`config.mk`:
```
export PLATFORM = sky130hd
export DESIGN_NAME = circular_slot_reserver
export DESIGN_NICKNAME = d
export VERILOG_FILES = /design/src/hdl/csr_pkg.sv /design/src/hdl/circular_slot_reserver.sv /design/src/hdl/csr_ram.sv /design/src/hdl/csr_fifo.sv /design/src/hdl/csr_front.sv /design/src/hdl/csr_back.sv
export SDC_FILE = /design/constraint.sdc
export NUM_CORES = 1
export LEC_CHECK = 0
export ABC_AREA = 1
export BUFFER_PORTS_ARGS = -buffer_cell sky130_fd_sc_hd__buf_2
export CAP_MARGIN = 20
export CORE_UTILIZATION = 35
export CTS_BUF_LIST = sky130_fd_sc_hd__clkbuf_4 sky130_fd_sc_hd__clkbuf_8
export CTS_CLUSTER_DIAMETER = 120
export DETAILED_ROUTE_END_ITERATION = 16
export GPL_ROUTABILITY_DRIVEN = 0
export HOLD_SLACK_MARGIN = 0.02
export PLACE_DENSITY = 0.61
export REMOVE_ABC_BUFFERS = 1
export SLEW_MARGIN = 40
export SYNTH_ARGS = -nofsm -noshare
export SYNTH_HDL_FRONTEND = slang
export SYNTH_SLANG_ARGS = --single-unit
```
`constraint.sdc`:
```
create_clock -name aclk -period 10.1 [get_ports aclk]
set_input_delay 0.505 -clock aclk [delete_from_list [all_inputs] [get_ports aclk]]
set_output_delay 0.505 -clock aclk [all_outputs]
set_load 0.02 [all_outputs]
```
`src/hdl/csr_pkg.sv`:
```
package csr_pkg;

    // Beat widths on the streaming ports.
    localparam int IN_DATA_W  = 16;
    localparam int OUT_DATA_W = 24;

    // Fixed field widths.
    localparam int IDX_FIELD_W = 6;
    localparam int CNT_FIELD_W = 7;
    localparam int STAT_W      = 3;
    localparam int CFG_W       = 7;

    localparam logic [CNT_FIELD_W-1:0] CNT_SAT = 7'd127;
    localparam logic [CFG_W-1:0] SLOT_COUNT_RESET = 7'd64;

    // Request kinds carried on tuser.
    localparam logic KIND_RESERVE = 1'b0;
    localparam logic KIND_RESOLVE = 1'b1;

    // Per-slot state codes held in the slot table.
    localparam logic [1:0] SLOT_AVAIL = 2'd0;
    localparam logic [1:0] SLOT_RESV  = 2'd1;
    localparam logic [1:0] SLOT_TAKEN = 2'd2;

    // Result status codes.
    localparam logic [STAT_W-1:0] RES_RESERVED = 3'd0;
    localparam logic [STAT_W-1:0] RES_RETRY    = 3'd1;
    localparam logic [STAT_W-1:0] RES_FULL     = 3'd2;
    localparam logic [STAT_W-1:0] RES_RESOLVED = 3'd3;
    localparam logic [STAT_W-1:0] RES_ERROR    = 3'd4;

    // Classified request flags passed from the front to the back.
    typedef struct packed {
        logic kind;
        logic bad;
        logic commit;
    } req_ctrl_t;

    // One result beat; status sits in the lowest bits.
    typedef struct packed {
        logic [CNT_FIELD_W-1:0] taken;
        logic [CNT_FIELD_W-1:0] reserved;
        logic [IDX_FIELD_W-1:0] found;
        logic [STAT_W-1:0]      status;
    } res_t;

endpackage

```
`src/hdl/circular_slot_reserver.sv`:
```
// Circular slot reserver. Keeps MAX_SLOTS slots, each available, reserved or
// taken, of which the first slot_count (clamped to 1..MAX_SLOTS) are in use.
// A reserve beat (tuser 0) searches circularly from start_index modulo the
// active count and reserves the first available slot, or answers retry (some
// slot reserved) or full; a resolve beat (tuser 1) commits a reserved slot to
// taken or releases it, and answers error for a slot out of range or not
// reserved. Every request gives exactly one result beat carrying the status,
// the slot index and the reserved and taken counts after the step. After
// reset the slot table is cleared in a pass over all MAX_SLOTS entries, during
// which s_tready stays low. A reserve is slower than a resolve, because its
// start index is reduced by a six-step remainder and the search reads the slot
// table through its single read port at one slot per cycle. A two-entry queue
// separates the input classifier from the slot engine, and a result register
// lets the next request be taken while a result waits on m_tready.
module circular_slot_reserver import csr_pkg::*; #(
    parameter int MAX_SLOTS = 64
) (
    input  logic                  aclk,
    input  logic                  aresetn,
    input  logic                  cfg_valid,
    output logic                  cfg_ready,
    input  logic [CFG_W-1:0]      cfg_data,  // slot_count
    input  logic                  s_tvalid,
    output logic                  s_tready,
    input  logic [IN_DATA_W-1:0]  s_tdata,   // start_index[5:0], slot_index[11:6], commit[12]
    input  logic                  s_tuser,   // kind
    output logic                  m_tvalid,
    input  logic                  m_tready,
    output logic [OUT_DATA_W-1:0] m_tdata    // status[2:0], found_index[8:3],
                                             // reserved_now[15:9], taken_now[22:16]
);

    localparam int IW   = (MAX_SLOTS > 1) ? $clog2(MAX_SLOTS) : 1;
    localparam int CW   = $clog2(MAX_SLOTS + 1);
    localparam int SW   = (CW > CFG_W) ? CW : CFG_W;
    localparam int QW   = $bits(req_ctrl_t) + IW;
    localparam int QDEP = 2;

    logic [CFG_W-1:0] slot_count_reg, slot_count_next;
    logic [SW-1:0] sc_ext;
    logic [CW-1:0] n_active;

    logic front_valid, front_ready;
    req_ctrl_t front_ctrl;
    logic [IW-1:0] front_idx;
    logic q_valid, q_ready;
    logic [QW-1:0] q_data;
    req_ctrl_t q_ctrl;
    logic [IW-1:0] q_idx;
    logic init_done;
    res_t out_res;

    // Slot count register, always ready.
    assign cfg_ready = 1'b1;
    assign slot_count_next = (cfg_valid && cfg_ready) ? cfg_data : slot_count_reg;

    always_ff @(posedge aclk) begin
        if (!aresetn) begin
            slot_count_reg <= SLOT_COUNT_RESET;
        end else begin
            slot_count_reg <= slot_count_next;
        end
    end

    // Active count: zero acts as one, anything above the table acts as its size.
    assign sc_ext = SW'(slot_count_reg);
    always_comb begin
        if (sc_ext == '0) begin
            n_active = CW'(1);
        end else if (sc_ext > SW'(MAX_SLOTS)) begin
            n_active = CW'(MAX_SLOTS);
        end else begin
            n_active = CW'(sc_ext);
        end
    end

    csr_front #(
        .MAX_SLOTS(MAX_SLOTS)
    ) u_front (
        .aclk     (aclk),
        .aresetn  (aresetn),
        .init_done(init_done),
        .n        (n_active),
        .s_tvalid (s_tvalid),
        .s_tready (s_tready),
        .s_tdata  (s_tdata),
        .s_tuser  (s_tuser),
        .req_valid(front_valid),
        .req_ready(front_ready),
        .req_ctrl (front_ctrl),
        .req_idx  (front_idx)
    );

    csr_fifo #(
        .WIDTH(QW),
        .DEPTH(QDEP)
    ) u_queue (
        .aclk     (aclk),
        .aresetn  (aresetn),
        .in_valid (front_valid),
        .in_ready (front_ready),
        .in_data  ({front_ctrl, front_idx}),
        .out_valid(q_valid),
        .out_ready(q_ready),
        .out_data (q_data)
    );

    assign q_ctrl = q_data[QW-1:IW];
    assign q_idx  = q_data[IW-1:0];

    csr_back #(
        .MAX_SLOTS(MAX_SLOTS)
    ) u_back (
        .aclk     (aclk),
        .aresetn  (aresetn),
        .n        (n_active),
        .q_valid  (q_valid),
        .q_ready  (q_ready),
        .q_ctrl   (q_ctrl),
        .q_idx    (q_idx),
        .init_done(init_done),
        .out_valid(m_tvalid),
        .out_ready(m_tready),
        .out_res  (out_res)
    );

    assign m_tdata = OUT_DATA_W'(out_res);

endmodule

```
`src/hdl/csr_ram.sv`:
```
module csr_ram #(
    parameter int WIDTH = 2,
    parameter int DEPTH = 64,
    localparam int AW = (DEPTH > 1) ? $clog2(DEPTH) : 1
) (
    input  logic             aclk,
    input  logic             we,
    input  logic [AW-1:0]    waddr,
    input  logic [WIDTH-1:0] wdata,
    input  logic [AW-1:0]    raddr,
    output logic [WIDTH-1:0] rdata
);

    logic [WIDTH-1:0] mem [DEPTH];
    logic [WIDTH-1:0] rdata_reg;

    // One write port, one registered read port.
    always_ff @(posedge aclk) begin
        if (we) begin
            mem[waddr] <= wdata;
        end
        rdata_reg <= mem[raddr];
    end

    assign rdata = rdata_reg;

endmodule

```
`src/hdl/csr_fifo.sv`:
```
module csr_fifo #(
    parameter int WIDTH = 9,
    parameter int DEPTH = 2,
    localparam int PW = (DEPTH > 1) ? $clog2(DEPTH) : 1,
    localparam int NW = $clog2(DEPTH + 1)
) (
    input  logic             aclk,
    input  logic             aresetn,
    input  logic             in_valid,
    output logic             in_ready,
    input  logic [WIDTH-1:0] in_data,
    output logic             out_valid,
    input  logic             out_ready,
    output logic [WIDTH-1:0] out_data
);

    logic [WIDTH-1:0] mem_reg [DEPTH];
    logic [PW-1:0] wr_ptr_reg, wr_ptr_next;
    logic [PW-1:0] rd_ptr_reg, rd_ptr_next;
    logic [NW-1:0] cnt_reg, cnt_next;
    logic push, pop;

    assign in_ready  = (cnt_reg != NW'(DEPTH));
    assign out_valid = (cnt_reg != '0);
    assign out_data  = mem_reg[rd_ptr_reg];
    assign push      = in_valid & in_ready;
    assign pop       = out_valid & out_ready;

    // Pointer and fill-level update.
    always_comb begin
        wr_ptr_next = wr_ptr_reg;
        rd_ptr_next = rd_ptr_reg;
        cnt_next    = cnt_reg;
        if (push) begin
            wr_ptr_next = (wr_ptr_reg == PW'(DEPTH - 1)) ? '0 : wr_ptr_reg + PW'(1);
        end
        if (pop) begin
            rd_ptr_next = (rd_ptr_reg == PW'(DEPTH - 1)) ? '0 : rd_ptr_reg + PW'(1);
        end
        if (push && !pop) begin
            cnt_next = cnt_reg + NW'(1);
        end else if (pop && !push) begin
            cnt_next = cnt_reg - NW'(1);
        end
    end

    always_ff @(posedge aclk) begin
        if (!aresetn) begin
            wr_ptr_reg <= '0;
            rd_ptr_reg <= '0;
            cnt_reg    <= '0;
        end else begin
            wr_ptr_reg <= wr_ptr_next;
            rd_ptr_reg <= rd_ptr_next;
            cnt_reg    <= cnt_next;
        end
    end

    // Entry storage.
    always_ff @(posedge aclk) begin
        if (push) begin
            mem_reg[wr_ptr_reg] <= in_data;
        end
    end

endmodule

```
`src/hdl/csr_front.sv`:
```
module csr_front import csr_pkg::*; #(
    parameter int MAX_SLOTS = 64,
    localparam int IW = (MAX_SLOTS > 1) ? $clog2(MAX_SLOTS) : 1,
    localparam int CW = $clog2(MAX_SLOTS + 1)
) (
    input  logic                 aclk,
    input  logic                 aresetn,
    input  logic                 init_done,
    input  logic [CW-1:0]        n,
    input  logic                 s_tvalid,
    output logic                 s_tready,
    input  logic [IN_DATA_W-1:0] s_tdata,  // start_index[5:0], slot_index[11:6], commit[12]
    input  logic                 s_tuser,  // kind
    output logic                 req_valid,
    input  logic                 req_ready,
    output req_ctrl_t            req_ctrl,
    output logic [IW-1:0]        req_idx
);

    localparam logic [1:0] F_IDLE = 2'd0;
    localparam logic [1:0] F_MOD  = 2'd1;
    localparam logic [1:0] F_PUSH = 2'd2;

    localparam int CMPW = (CW > IDX_FIELD_W) ? CW : IDX_FIELD_W;

    logic [1:0] fstate_reg, fstate_next;
    logic [2:0] bit_reg, bit_next;
    logic [CW-1:0] rem_reg, rem_next;
    logic [IDX_FIELD_W-1:0] start_reg, start_next;
    req_ctrl_t ctrl_reg, ctrl_next;
    logic [IW-1:0] idx_reg, idx_next;

    logic [IDX_FIELD_W-1:0] in_start;
    logic [IDX_FIELD_W-1:0] in_slot;
    logic in_commit;
    logic accept;
    logic [CW:0] trial;
    logic [CW:0] diff;
    logic [CW-1:0] rem_step;

    assign in_start  = s_tdata[5:0];
    assign in_slot   = s_tdata[11:6];
    assign in_commit = s_tdata[12];

    assign s_tready  = (fstate_reg == F_IDLE) && init_done;
    assign accept    = s_tvalid && s_tready;
    assign req_valid = (fstate_reg == F_PUSH);
    assign req_ctrl  = ctrl_reg;
    assign req_idx   = idx_reg;

    // One restoring remainder step: brings in the next start bit from the top.
    assign trial    = {rem_reg, start_reg[bit_reg]};
    assign diff     = trial - {1'b0, n};
    assign rem_step = (trial >= {1'b0, n}) ? diff[CW-1:0] : trial[CW-1:0];

    // Classify the beat: a resolve is range checked at once, a reserve
    // reduces its start index modulo the active slot count first.
    always_comb begin
        fstate_next = fstate_reg;
        bit_next    = bit_reg;
        rem_next    = rem_reg;
        start_next  = start_reg;
        ctrl_next   = ctrl_reg;
        idx_next    = idx_reg;
        case (fstate_reg)
            F_IDLE: begin
                if (accept) begin
                    start_next       = in_start;
                    ctrl_next.kind   = s_tuser;
                    ctrl_next.commit = in_commit;
                    ctrl_next.bad    = 1'b0;
                    if (s_tuser == KIND_RESOLVE) begin
                        ctrl_next.bad = (CMPW'(in_slot) >= CMPW'(n));
                        idx_next      = IW'(in_slot);
                        fstate_next   = F_PUSH;
                    end else begin
                        rem_next    = '0;
                        bit_next    = 3'(IDX_FIELD_W - 1);
                        fstate_next = F_MOD;
                    end
                end
            end
            F_MOD: begin
                rem_next = rem_step;
                bit_next = bit_reg - 3'd1;
                if (bit_reg == 3'd0) begin
                    idx_next    = IW'(rem_step);
                    fstate_next = F_PUSH;
                end
            end
            F_PUSH: begin
                if (req_ready) begin
                    fstate_next = F_IDLE;
                end
            end
            default: begin
                fstate_next = F_IDLE;
            end
        endcase
    end

    always_ff @(posedge aclk) begin
        if (!aresetn) begin
            fstate_reg <= F_IDLE;
        end else begin
            fstate_reg <= fstate_next;
        end
    end

    // Request payload and remainder datapath.
    always_ff @(posedge aclk) begin
        bit_reg   <= bit_next;
        rem_reg   <= rem_next;
        start_reg <= start_next;
        ctrl_reg  <= ctrl_next;
        idx_reg   <= idx_next;
    end

endmodule

```
`src/hdl/csr_back.sv`:
```
module csr_back import csr_pkg::*; #(
    parameter int MAX_SLOTS = 64,
    localparam int IW = (MAX_SLOTS > 1) ? $clog2(MAX_SLOTS) : 1,
    localparam int CW = $clog2(MAX_SLOTS + 1)
) (
    input  logic          aclk,
    input  logic          aresetn,
    input  logic [CW-1:0] n,
    input  logic          q_valid,
    output logic          q_ready,
    input  req_ctrl_t     q_ctrl,
    input  logic [IW-1:0] q_idx,
    output logic          init_done,
    output logic          out_valid,
    input  logic          out_ready,
    output res_t          out_res
);

    localparam logic [2:0] S_CLEAR = 3'd0;
    localparam logic [2:0] S_IDLE  = 3'd1;
    localparam logic [2:0] S_SCAN  = 3'd2;
    localparam logic [2:0] S_CHECK = 3'd3;
    localparam logic [2:0] S_DONE  = 3'd4;

    localparam int SATW = (CW > CNT_FIELD_W) ? CW : CNT_FIELD_W;
    localparam int SUMW = CW + 1;

    logic [2:0] state_reg, state_next;
    logic [IW-1:0] clr_reg, clr_next;
    logic [IW-1:0] pos_reg, pos_next;
    logic [CW-1:0] seen_reg, seen_next;
    logic [STAT_W-1:0] status_reg, status_next;
    logic [IW-1:0] found_reg, found_next;
    logic commit_reg, commit_next;
    logic [CW-1:0] res_cnt_reg, res_cnt_next;
    logic [CW-1:0] taken_cnt_reg, taken_cnt_next;
    logic out_valid_reg, out_valid_next;
    res_t out_res_reg, out_res_next;

    logic ram_we;
    logic [IW-1:0] ram_waddr;
    logic [1:0] ram_wdata;
    logic [IW-1:0] ram_raddr;
    logic [1:0] ram_rdata;

    logic [IW-1:0] wrap_pos;
    logic out_free;
    logic [STAT_W-1:0] final_status;
    logic [CW-1:0] res_after;
    logic [CW-1:0] taken_after;
    logic [SATW-1:0] res_ext;
    logic [SATW-1:0] taken_ext;

    csr_ram #(
        .WIDTH(2),
        .DEPTH(MAX_SLOTS)
    ) u_slot_ram (
        .aclk (aclk),
        .we   (ram_we),
        .waddr(ram_waddr),
        .wdata(ram_wdata),
        .raddr(ram_raddr),
        .rdata(ram_rdata)
    );

    assign init_done = (state_reg != S_CLEAR);
    assign out_valid = out_valid_reg;
    assign out_res   = out_res_reg;
    assign out_free  = !out_valid_reg || out_ready;

    // Next slot of the circular search, wrapping at the active count.
    assign wrap_pos = ((CW'(pos_reg) + CW'(1)) == n) ? '0 : pos_reg + IW'(1);

    // A failed search is held as retry and becomes full when nothing is reserved.
    assign final_status = ((status_reg == RES_RETRY) && (res_cnt_reg == '0)) ?
                          RES_FULL : status_reg;

    // Counts after the pending step.
    always_comb begin
        res_after   = res_cnt_reg;
        taken_after = taken_cnt_reg;
        if (status_reg == RES_RESERVED) begin
            res_after = res_cnt_reg + CW'(1);
        end else if (status_reg == RES_RESOLVED) begin
            res_after = res_cnt_reg - CW'(1);
            if (commit_reg) begin
                taken_after = taken_cnt_reg + CW'(1);
            end
        end
    end

    assign res_ext   = SATW'(res_after);
    assign taken_ext = SATW'(taken_after);

    // Slot engine: clearing pass, circular scan, resolve check, result write.
    always_comb begin
        state_next     = state_reg;
        clr_next       = clr_reg;
        pos_next       = pos_reg;
        seen_next      = seen_reg;
        status_next    = status_reg;
        found_next     = found_reg;
        commit_next    = commit_reg;
        res_cnt_next   = res_cnt_reg;
        taken_cnt_next = taken_cnt_reg;
        out_valid_next = out_valid_reg && !out_ready;
        out_res_next   = out_res_reg;
        ram_we         = 1'b0;
        ram_waddr      = pos_reg;
        ram_wdata      = SLOT_AVAIL;
        ram_raddr      = pos_reg;
        q_ready        = 1'b0;
        case (state_reg)
            S_CLEAR: begin
                ram_we    = 1'b1;
                ram_waddr = clr_reg;
                if (clr_reg == IW'(MAX_SLOTS - 1)) begin
                    state_next = S_IDLE;
                end else begin
                    clr_next = clr_reg + IW'(1);
                end
            end
            S_IDLE: begin
                q_ready   = 1'b1;
                ram_raddr = q_idx;
                if (q_valid) begin
                    pos_next    = q_idx;
                    seen_next   = '0;
                    commit_next = q_ctrl.commit;
                    if (q_ctrl.kind == KIND_RESERVE) begin
                        state_next = S_SCAN;
                    end else if (q_ctrl.bad) begin
                        status_next = RES_ERROR;
                        found_next  = '0;
                        state_next  = S_DONE;
                    end else begin
                        state_next = S_CHECK;
                    end
                end
            end
            S_SCAN: begin
                // Read data belongs to pos_reg; the next slot is already being read.
                ram_raddr = wrap_pos;
                if (ram_rdata == SLOT_AVAIL) begin
                    status_next = RES_RESERVED;
                    found_next  = pos_reg;
                    state_next  = S_DONE;
                end else if ((seen_reg + CW'(1)) == n) begin
                    status_next = RES_RETRY;
                    found_next  = '0;
                    state_next  = S_DONE;
                end else begin
                    pos_next  = wrap_pos;
                    seen_next = seen_reg + CW'(1);
                end
            end
            S_CHECK: begin
                if (ram_rdata == SLOT_RESV) begin
                    status_next = RES_RESOLVED;
                    found_next  = pos_reg;
                end else begin
                    status_next = RES_ERROR;
                    found_next  = '0;
                end
                state_next = S_DONE;
            end
            S_DONE: begin
                if (out_free) begin
                    ram_we    = (status_reg == RES_RESERVED) || (status_reg == RES_RESOLVED);
                    ram_waddr = found_reg;
                    if (status_reg == RES_RESERVED) begin
                        ram_wdata = SLOT_RESV;
                    end else if (commit_reg) begin
                        ram_wdata = SLOT_TAKEN;
                    end else begin
                        ram_wdata = SLOT_AVAIL;
                    end
                    res_cnt_next          = res_after;
                    taken_cnt_next        = taken_after;
                    out_valid_next        = 1'b1;
                    out_res_next.status   = final_status;
                    out_res_next.found    = IDX_FIELD_W'(found_reg);
                    out_res_next.reserved = (res_ext > SATW'(CNT_SAT)) ?
                                            CNT_SAT : res_ext[CNT_FIELD_W-1:0];
                    out_res_next.taken    = (taken_ext > SATW'(CNT_SAT)) ?
                                            CNT_SAT : taken_ext[CNT_FIELD_W-1:0];
                    state_next            = S_IDLE;
                end
            end
            default: begin
                state_next = S_IDLE;
            end
        endcase
    end

    always_ff @(posedge aclk) begin
        if (!aresetn) begin
            state_reg     <= S_CLEAR;
            clr_reg       <= '0;
            res_cnt_reg   <= '0;
            taken_cnt_reg <= '0;
            out_valid_reg <= 1'b0;
        end else begin
            state_reg     <= state_next;
            clr_reg       <= clr_next;
            res_cnt_reg   <= res_cnt_next;
            taken_cnt_reg <= taken_cnt_next;
            out_valid_reg <= out_valid_next;
        end
    end

    // Working payload of the current request.
    always_ff @(posedge aclk) begin
        pos_reg     <= pos_next;
        seen_reg    <= seen_next;
        status_reg  <= status_next;
        found_reg   <= found_next;
        commit_reg  <= commit_next;
        out_res_reg <= out_res_next;
    end

`ifndef SYNTHESIS
    a_counts_bounded: assert property (@(posedge aclk) disable iff (!aresetn)
        (SUMW'(res_cnt_reg) + SUMW'(taken_cnt_reg)) <= SUMW'(MAX_SLOTS))
        else $error("reserved plus taken count exceeds the slot table");

    a_result_from_done: assert property (@(posedge aclk) disable iff (!aresetn)
        $rose(out_valid_reg) |-> $past(state_reg == S_DONE))
        else $error("result beat raised outside the completion state");

    a_scan_in_range: assert property (@(posedge aclk) disable iff (!aresetn)
        (state_reg == S_SCAN) |-> ((seen_reg < n) && (CW'(pos_reg) < n)))
        else $error("circular scan ran past the active slot count");

    a_found_in_range: assert property (@(posedge aclk) disable iff (!aresetn)
        ((state_reg == S_DONE) && ((status_reg == RES_RESERVED) ||
         (status_reg == RES_RESOLVED))) |-> (CW'(found_reg) < n))
        else $error("slot write outside the active slot count");
`endif

endmodule
```
# Yosys cells after proc, flatten, opt, wreduce, memory -nomap -nowiden
# Memories as Yosys holds them, arrays and structs flattened. A register that Yosys moved wholly into a read port is not among the register bits.
# Index checks and enable logic that the tools add are counted.
[totals]
reg_bits = 108
ramBits = 146
wordCells = 189
memories = 2
[op_classes]
n_addsub = 13
magnitude_cmp = 6
eq_ne = 26
n_mux = 78
n_bitwise = 3
reduce_logical = 35
[memory_table]
columns = ["name", "depth", "width", "rd", "rd_ports_with_merged_regs", "write_ports", "line_no", "rtl"]
rows = [
  ["u_back.u_slot_ram.mem", 64, 2, 1, 1, 1, "csr_ram.sv:14", "logic [WIDTH-1:0] mem [DEPTH];"],
  ["u_queue.mem_reg", 2, 9, 1, 1, 1, "csr_fifo.sv:17", "logic [WIDTH-1:0] mem_reg [DEPTH];"],
]
[op_table]
columns = ["op", "n"]
rows = [
  ["$mux W7", 13],
  ["$mux W6", 14],
  ["$pmux W6 S2", 4],
  ["$mux W3", 15],
  ["$pmux W7 S2", 2],
  ["$add A7 B1 Y7 const B", 3],
  ["$gt A7 B7 Y1 const B", 3],
  ["$mux W2", 10],
  ["$ne A2 B2 Y1 const B", 9],
  ["$pmux W6 S3", 1],
  ["$pmux W3 S5", 1],
  ["$eq A7 B7 Y1", 2],
  ["$logic_not A7 Y1", 2],
  ["$mux W1", 13],
  ["$add A6 B1 Y6 const B", 2],
  ["$reduce_and A4 Y1", 3],
  ["$eq A3 B2 Y1 const B", 3],
  ["$logic_not A3 Y1", 3],
  ["$pmux W3 S3", 1],
  ["$ge A8 B7 Y1", 1],
  ["$ne A2 B1 Y1 const B", 4],
  ["$reduce_and A2 Y1", 4],
  ["$reduce_bool A2 Y1", 4],
  ["$add A6 B1 Y7 const B", 1],
  ["other kinds (27)", 43],
]

# Longest topological paths before layout
# Gate-level depths: netlist of run 1.
[logic_depth]
word_depth = 8
mapped_depth = 20
mapped_depth_nobuf = 20

# Cells and area by module
# A second synthesis of run 1 with hierarchy kept.
[unflattened]
hier_cells = 1296
hier_area_um2 = 12433.2
[by_module_without_submodules]
columns = ["mod", "instances", "cells_each", "area_each_um2", "seq_area_each_um2"]
rows = [
  ["csr_ram", 1, 520, 5614.1, 3883.7],
  ["csr_back", 1, 450, 3747.3, 1861.8],
  ["csr_front", 1, 211, 1811.7, 790.8],
  ["csr_fifo", 1, 65, 904.6, 640.6],
  ["circular_slot_reserver", 1, 50, 355.3, 140.1],
]

# Worst setup path before layout of run 1
# No wires, ideal clock.
[synth_timing]
path_type = "register to register"
start = "register u_back.state_reg[0]"
end = "memory u_back.u_slot_ram.mem[0][1], data pin"
setup_time_ns = 0.680
arrival_time_ns = 4.584
setup_slack_ns = 4.836
stages_incl_launch_ff = 10
path_cell_list = "dfxtp_1 -> nor2_1 -> inv_1 -> nor2_1 -> inv_1 -> nor2_1 -> clkbuf_1 -> inv_1 -> clkbuf_1 -> nor3_1"
[synth_between]
elab_chain_cells = 2
[synth_lines]
columns = ["item", "line_no", "rtl"]
rows = [
  ["from (decl)", "csr_back.sv:28", "logic [2:0] state_reg, state_next;"],
  ["from (signal assigned)", "csr_back.sv:204", "state_reg <= state_next;"],
  ["$eq A3 B3 Y1", "csr_back.sv:113", "case (state_reg)"],
  ["$mux W2", "csr_back.sv:113", ""],
  ["via u_back.ram_wdata[1]", "csr_back.sv:42", "logic [1:0] ram_wdata;"],
  ["to (decl)", "csr_ram.sv:14", ""],
]
# The timed path passes the listed nets, and every way through them passes these cells.

# Worst setup path after layout of run 1
[layout_timing]
start = "register u_back.pos_reg[0]"
end = "register u_back.u_slot_ram.rdata_reg[0], in the netlist u_back.u_slot_ram.rdata[0] (read register of u_back.u_slot_ram.mem)"
[layout_between]
elab_chain_cells = 4
[layout_lines]
columns = ["item", "line_no", "rtl"]
rows = [
  ["from (decl)", "csr_back.sv:30", "logic [IW-1:0] pos_reg, pos_next;"],
  ["from (signal assigned)", "csr_back.sv:214", "pos_reg <= pos_next;"],
  ["$add A6 B1 Y7", "csr_back.sv:72", "assign wrap_pos = ((CW'(pos_reg) + CW'(1)) == n) ? '0 : pos_reg + IW'(1);"],
  ["$eq A7 B7 Y1", "csr_back.sv:72", ""],
  ["$mux W6", "csr_back.sv:72", ""],
  ["$pmux W6 S2 *", "csr_back.sv:113", ""],
  ["to (decl)", "csr_ram.sv:15", "logic [WIDTH-1:0] rdata_reg;"],
]
# Every way passes the cells marked *; elsewhere a longest branch is shown, timed or not.
# A chain may end at the register's enable or synchronous reset.

==> out/qor.json, run 1 <==
{
  "cts_tree": "built",
  "cp.buffers_inverters": 2,
  "final-setup-viol-count": 0,
  "crit_path_cell_chain": "ha_1, nand2_1, inv_1, nor2_1, nand2_1, nand2_1, nor2_1, nand4_2, nand2_2, nand2_4, buf_4, nand2_4, nand2_1, nand3_1, nand3_1, nand3_1, nand3_1, nand2_1, nand2_1, nand2_1",
  "global_route_wire_length_before_repair_um": 43590,
  "ys_seq_elements": 257,
  "die_h_um": 188.8,
  "design.core.area_um2": 34460,
  "finalMaxSlewViolations": 0,
  "endpoint_kind": "flip-flop",
  "detail_route.first_pass.iterations": 5,
  "avgViaCountPerCell": 4.944,
  "hold_viol": 0,
  "area_enclosed_by_the_die_boundary_um2": 35630,
  "initial_core_util": 0.3542,
  "rsz0062_at_grt": "false",
  "timing.final.ws_setup_ns": 6.256,
  "cell_area_after_technology_mapping_um2": 12210,
  "cts.reportedPaths.clkPinSlew_ns": 0.06,
  "fmaxAchievable_ghz": 0.2601,
  "routed_wire_length_per_instance_um": 15.02,
  "critical_path.top_delay_family": "simple AND/OR/NAND/NOR gates",
  "powerDensity_nw_per_um2": 218.7,
  "layout_worst_path_cycle_share": 0.3806,
  "grt_usage": 0.1524,
  "worstMarginPinSlew_ns": 0.8218,
  "synth.distinct_cells": 49,
  "path_class": "reg2reg",
  "syn_inst": 1243,
  "clockBufferDepth": 3,
  "period_minus_slack_ns": 3.844,
  "ant_nets": 0,
  "place_worst_setup_slack_ns": 6.311,
  "area_growth_pct": 12.42,
  "finish.cell_count_without_fillers": 1790,
  "synthFlopType": "edfxtp_1",
  "vdd.ir_drop.worst_v": 0.00009787,
  "critical_path_required_ns": 10.54,
  "fillers": 3339,
  "floorplan.die.width_um": 188.8,
  "p_leak_nw": 5.404,
  "wirelength_um": 26880,
  "cts-hold-fix-buffers": 0,
  "placement_rows": 68,
  "critPathMaxFanout": 65,
  "inst_count_dp": 1714,
  "largest_register_ff_count": 128,
  "cts_repair_resize_count": 0,
  "yosysWarningCount": 0,
  "clock_skew_ns": 0.03567,
  "layout_commonest_cell": "edfxtp_1",
  "port_buffers": 50,
  "grt_max_degree": 66,
  "clock_sink_count": 257,
  "slowest_cell_on_crit_path": "nand2_4",
  "synth.yosys.seq_area_share": 0.5994,
  "root_buffer": "clkbuf_8",
  "grt_pass1_vias": 8601,
  "insertedDiodeCount": 0,
  "drt_iter0_drc": 631,
  "utilization": 0.3983,
  "synth_enable_flop_cells": 217,
  "numCtsBuffers": 43,
  "run_status": "finished, final reports clean",
  "placed_cell_area_um2": 12860,
  "worst-endpoint-arrival_ns": 4.29,
  "detailedPlacementHpwl_um": 17610,
  "post-route-drc-count": 0,
  "global_route.overflow_total": 0,
  "clock_insertion_delay_worst_skew_ns": 0.55,
  "most_frequent_cp_cell": "nand2_1",
  "relSlewSlack": 0.4502,
  "finish.net_count": 1357,
  "setup_total_negative_slack_ns": 0,
  "hp-class": "in2reg",
  "fraction_of_final_layout_cells_with_drive_strength_greater_than_1": 0.1318,
  "ys_async_sr_fraction": 0,
  "avgSynthCellArea_um2": 9.820,
  "design.portCount": 56,
  "number_of_vias_after_detailed_routing": 8849,
  "setup.worst_path.start_class": "flip-flop",
  "timing.max_cap.violations": 0,
  "layout.cell_area.non_filler_um2": 13720,
  "post_cts.repair.setup_buffers": 0,
  "htree_levels": 2,
  "max_stage_delay_ns": 0.60,
  "layout_common_cells": "edfxtp_1 (217), nand3_1 (207), nand2_1 (206), nor2_1 (151), inv_1 (121)",
  "antenna_found_initial": 0
}
[synth_stat cells, drive strengths merged (2+ instances only)]
cell / count / area [um^2]
edfxtp: 217 / 6516
nand3: 217 / 1136
nand2: 215 / 849.6
nor2: 157 / 599.3
inv: 134 / 505.5
o21ai: 65 / 329.1
dfxtp: 40 / 800.8
a21oi: 37 / 185.2
buf: 31 / 227.7
xor2: 24 / 210.2
ha: 23 / 287.8
clkbuf: 12 / 45.04
o21a: 10 / 75.07
nand4: 8 / 56.30
nor3: 8 / 40.04
a22oi: 7 / 52.55
a31oi: 5 / 31.28
or2: 5 / 31.28
xnor2: 5 / 43.79
a32oi: 2 / 17.52
clkinv: 2 / 7.510
conb: 2 / 7.510
nor3b: 2 / 15.01
o211ai: 2 / 15.01
o41ai: 2 / 17.52
[area by class of cell]
| class | count | area (um^2) | share of cell area |
|---|---|---|---|
| Clock buffer | 65 | 800.8 | 0.05835 |
| Sequential cell | 257 | 7317 | 0.5332 |
| Multi-Input combinational cell | 807 | 4129 | 0.3009 |
| Tap cell | 455 | 569.3 | 0.04148 |
| Inverter | 136 | 513.0 | 0.03738 |
| Timing Repair Buffer | 59 | 337.8 | 0.02462 |
| Clock inverter | 11 | 56.30 | 0.004103 |
[per-stage QoR]
| stage | hold WS [ns] | power, mW |
|---|---|---|
| after floorplan | 0.4215 | 1.866 |
| after CTS | 0.08699 | 3.029 |
| after global routing | 0.09418 | 3.181 |
| after detailed placement | 0.4340 | 2.114 |
| final | 0.1285 | 3.001 |
| after global placement | 0.4249 | 2.097 |
[power by group]
group / internal, mW / switching [mW] / total [mW]
clock network: 0.506 / 0.402 / 0.908
logic: 0.232 / 0.557 / 0.789
registers: 1.25 / 0.0513 / 1.30
total: 1.99 / 1.01 / 3.00
[path summary, 6_finish.rpt]
check / start / end / slack (ns) / cells past startpoint
max: u_back.pos_reg[0]$_DFFE_PP_ / u_back.u_slot_ram.rdata[0]$_DFF_P_ / 6.26 / 20
max reg2reg: u_back.pos_reg[0]$_DFFE_PP_ / u_back.u_slot_ram.rdata[0]$_DFF_P_ / 6.26 / 20
min reg2reg: u_front.req_idx[0]$_DFFE_PP_ / u_queue.mem_reg[1][0]$_DFFE_PP_ / 0.44 / 0
min: s_tdata[2] / u_front.start_reg[2]$_DFFE_PP_ / 0.13 / 1
[kinds of logic after synthesis]
family	after synthesis	share of synthesized area
and+or+nand+nor	613	0.2240
DFF	257	0.5994
buffers and inverters	179	0.06437
AOI/OAI and AO/OA	139	0.06560
xor gates and xnor gates	29	0.02081
adders and majority gates	24	0.02522
other	2	0.0006152
[metal layers]
metal / part of all wire / vias up / global-route usage / routed length (um)
met5: 0 / - / 0 / 0
met4: 0.025 / 0 / 0.05366 / 684
met3: 0.052 / 58 / 0.02514 / 1405
met2: 0.46 / 225 / 0.2489 / 12430
met1: 0.46 / 4182 / 0.2041 / 12360
li1: - / 4384 / - / -
Power figures use the tool's default switching activity.
==> inputs of run 2 (changes only) <==
Settings changed: PLACE_DENSITY 0.61 to 0.63.
Clock period 10.1 ns to 3.2 ns, I/O delays scaled along.
==> out/qor.json, run 2 (synthesis results as in run 1) <==
{
  "power.switching": {"value": 3.318, "unit": "mW", "change": "+230%"},
  "endpoint_kind": "flip-flop",
  "rr_startpoint": "u_front.bit_reg[0]$_SDFFCE_PN1P_",
  "setup.worst_path.start_class": "flip-flop",
  "combinationalPowerShare": {"value": 0.276, "change": "+0.013"},
  "detailedPlacementHpwl": {"value": 18730, "unit": "um", "change": "+6.3%"},
  "routed_wire_length_per_instance": {"value": 15.26, "unit": "um", "change": "+1.6%"},
  "place_worst_setup_slack": {"value": 0.1083, "unit": "ns", "change": "-6.202 ns"},
  "design.portCount": {"value": 56, "change": "unchanged"},
  "max_stage_delay": {"value": 0.45, "unit": "ns", "change": "-0.15 ns"},
  "die_h": {"value": 188.8, "unit": "um", "change": "unchanged"},
  "area_enclosed_by_the_die_boundary": {"value": 35630, "unit": "um^2", "change": "unchanged"},
  "slowest_cell_on_crit_path": "edfxtp_1",
  "largest_register_ff_count": {"value": 128, "change": "unchanged"},
  "critical_path.top_delay_family": "compound AO/OA/AOI/OAI gates",
  "internal-power": {"value": 6.443, "unit": "mW", "change": "+220%"},
  "layout_common_cells": "edfxtp_1 (217), nand3_1 (207), nand2_1 (206), nor2_1 (153), inv_1 (120)",
  "placement_rows": {"value": 68, "change": "unchanged"},
  "p_leak": {"value": 5.634, "unit": "nW", "change": "+4.3%"},
  "vdd.ir_drop.worst": {"value": 0.0003079, "unit": "V", "change": "+210%"},
  "critical_path_required": {"value": 3.49, "unit": "ns", "change": "-7.05 ns"},
  "rrSetupSlack": {"value": 0.26, "unit": "ns", "change": "-6.00 ns"},
  "terminus_of_the_critical_flop_to_flop_path": "u_front.req_idx[5]$_DFFE_PP_",
  "whs": {"value": 0.05603, "unit": "ns", "change": "-0.07250 ns"},
  "switching_share_of_power": {"value": 0.3399, "change": "+0.003322"},
  "clock_insertion_delay_worst_skew": {"value": 0.55, "unit": "ns", "change": "about the same"},
  "area_growth_pct": 16.44,
  "drt_iter0_drc": {"value": 713, "change": "+13%"},
  "critPathMaxFanout": {"value": 11, "change": "-83%"},
  "design.core.area": {"value": 34460, "unit": "um^2", "change": "unchanged"},
  "port_buffers": {"value": 50, "change": "unchanged"},
  "hp-class": "in2reg",
  "most_frequent_cp_cell": "nor2_1",
  "insertedDiodeCount": {"value": 0, "change": "unchanged"},
  "timing.final.ws_setup": {"value": 0.2581, "unit": "ns", "change": "-5.997 ns"},
  "cp.buffers_inverters": {"value": 3, "change": "+1"},
  "antenna_found_initial": {"value": 0, "change": "unchanged"},
  "number_of_vias_after_detailed_routing": {"value": 9099, "change": "+2.8%"},
  "worst_hold_path.num_cells": {"value": 3, "change": "+2"},
  "fillers": {"value": 3380, "change": "+1.2%"},
  "utilization": {"value": 0.4125, "change": "+0.01423"},
  "initial_core_util": {"value": 0.3542, "change": "unchanged"},
  "rsz0062_at_grt": "false",
  "inst_count_dp": {"value": 1731, "change": "+0.99%"},
  "grt_usage": {"value": 0.1604, "change": "+0.007940"},
  "htree_levels": {"value": 2, "change": "unchanged"},
  "finish.cell_count_without_fillers": {"value": 1844, "change": "+3.0%"},
  "finish.net_count": {"value": 1406, "change": "+3.6%"},
  "relSlewSlack": {"value": 0.4763, "change": "+0.02618"},
  "crit_path_cell_chain": "inv_2, nor2_1, o32ai_1, a32oi_1, ha_1, fa_1, o21ai_2, a21oi_1, nor2_1, nor2_1, o21ai_0, buf_4, inv_1, nor2_1, o21ai_0",
  "grt_pass1_vias": {"value": 8960, "change": "+4.2%"},
  "ff2ff_path_depth": {"value": 15, "change": "-25%"},
  "wirelength": {"value": 28140, "unit": "um", "change": "+4.7%"},
  "fraction_of_final_layout_cells_with_drive_strength_greater_than_1": {"value": 0.1397, "change": "+0.007834"},
  "root_buffer": "clkbuf_8",
  "run_status": "finished, final reports clean",
  "clock_skew": {"value": 0.02042, "unit": "ns", "change": "-0.01525 ns"},
  "min_from": "aresetn",
  "post-route-drc-count": {"value": 0, "change": "unchanged"},
  "powerDensity": {"value": 686.7, "unit": "nW/um^2", "change": "+210%"},
  "worstMarginPinSlew": {"value": 0.7826, "unit": "ns", "change": "-0.03925 ns"},
  "cts_tree": "built",
  "avgViaCountPerCell": {"value": 4.934, "change": "-0.19%"},
  "path_class": "reg2reg",
  "grt_max_degree": {"value": 65, "change": "-1.5%"},
  "numCtsBuffers": {"value": 45, "change": "+4.7%"},
  "fmaxAchievable": {"value": 0.3399, "unit": "GHz", "change": "+31%"},
  "cts.reportedPaths.clkPinSlew": {"value": 0.06, "unit": "ns", "change": "about the same"},
  "global_route_wire_length_before_repair": {"value": 45510, "unit": "um", "change": "+4.4%"},
  "layout_commonest_cell": "edfxtp_1",
  "finalMaxSlewViolations": {"value": 0, "change": "unchanged"},
  "hold_viol": {"value": 0, "change": "unchanged"},
  "clkPwrFrac": {"value": 0.302, "change": "about the same"},
  "clockBufferDepth": {"value": 3, "change": "unchanged"},
  "final-setup-viol-count": {"value": 0, "change": "unchanged"},
  "worst-endpoint-arrival": {"value": 3.23, "unit": "ns", "change": "-1.06 ns"},
  "layout_worst_path_cycle_share": {"value": 0.9193, "change": "+0.5387"},
  "endpoint_with_the_worst_hold_slack": "u_back.state_reg[1]$_SDFFE_PN0P_",
  "ant_nets": {"value": 0, "change": "unchanged"},
  "clock_sink_count": {"value": 257, "change": "unchanged"},
  "timing.max_cap.violations": {"value": 0, "change": "unchanged"},
  "floorplan.die.width": {"value": 188.8, "unit": "um", "change": "unchanged"},
  "detail_route.first_pass.iterations": {"value": 7, "change": "+2"},
  "period_minus_slack": {"value": 2.942, "unit": "ns", "change": "-0.9025 ns"},
  "pwr-share-seq": {"value": 0.422, "change": "-0.013"},
  "global_route.overflow_total": {"value": 0, "change": "unchanged"}
}
## run 2: through the flow
stage	TNS [ns]	instance area, um^2	total power, mW
floorplan	-295.77	11930	5.891
finish	0	14210	9.761
global placement	0	13030	6.775
global route	0	14210	10.32
detailed placement	0	13030	6.834
CTS	0	14200	9.816
## run 2: layout make-up
class	instances	area (um^2)	area share
Multi-Input combinational cell	807	4128	0.2904
Inverter	136	513.0	0.03609
Sequential cell	257	7317	0.5148
Timing Repair Buffer	106	805.8	0.05669
Tap cell	455	569.3	0.04005
Clock buffer	57	709.4	0.04991
Clock inverter	26	171.4	0.01206
## run 2: how the worst max path moves through the flow
stage / startpoint / endpoint / slack, ns / depth (start not counted)
final: u_front.bit_reg[0]$_SDFFCE_PN1P_ / u_front.req_idx[5]$_DFFE_PP_ / 0.26 / 15
after floorplan: u_back.state_reg[0]$_SDFFE_PN0P_ / u_back.u_slot_ram.mem[0][1]$_DFFE_PP_ / -2.78 / 7
after CTS: u_front.bit_reg[0]$_SDFFCE_PN1P_ / u_front.req_idx[5]$_DFFE_PP_ / 0.11 / 15
after global routing: u_front.bit_reg[0]$_SDFFCE_PN1P_ / u_front.req_idx[5]$_DFFE_PP_ / 0.02 / 15
after detailed placement: u_front.bit_reg[0]$_SDFFCE_PN1P_ / u_front.req_idx[5]$_DFFE_PP_ / 0.11 / 15
after global placement: u_front.bit_reg[0]$_SDFFCE_PN1P_ / u_front.req_idx[5]$_DFFE_PP_ / 0.18 / 15
## run 2: worst min-delay path, cell delays in order
cell and delay [ns]:
buf_2 0.24, nand2_1 0.12, inv_1 0.03
## run 2: metal layers
layer / GRT usage / vias up / part of all wire
li1: - / 4491 / -
met3: 0.02552 / 59 / 0.067
met4: 0.05552 / 0 / 0.025
met1: 0.2060 / 4260 / 0.44
met2: 0.2733 / 289 / 0.47
met5: 0 / - / 0
## run 2: power by group through the flow
stage | clock (mW) | sequential (mW) | combinational [mW]
floorplan | 0 | 4.15 | 1.74
global placement | 0 | 4.17 | 2.60
detailed placement | 0 | 4.18 | 2.65
CTS | 3.01 | 4.11 | 2.69
global route | 3.16 | 4.14 | 3.02
finish | 2.95 | 4.12 | 2.70
## run 2: repair_timing
action	in CTS	in global routing
hold endpoints to repair	24	0
hold buffers	29	0
endpoints found under the setup margin	0	10
setup buffers	0	1
gates resized for setup	0	3
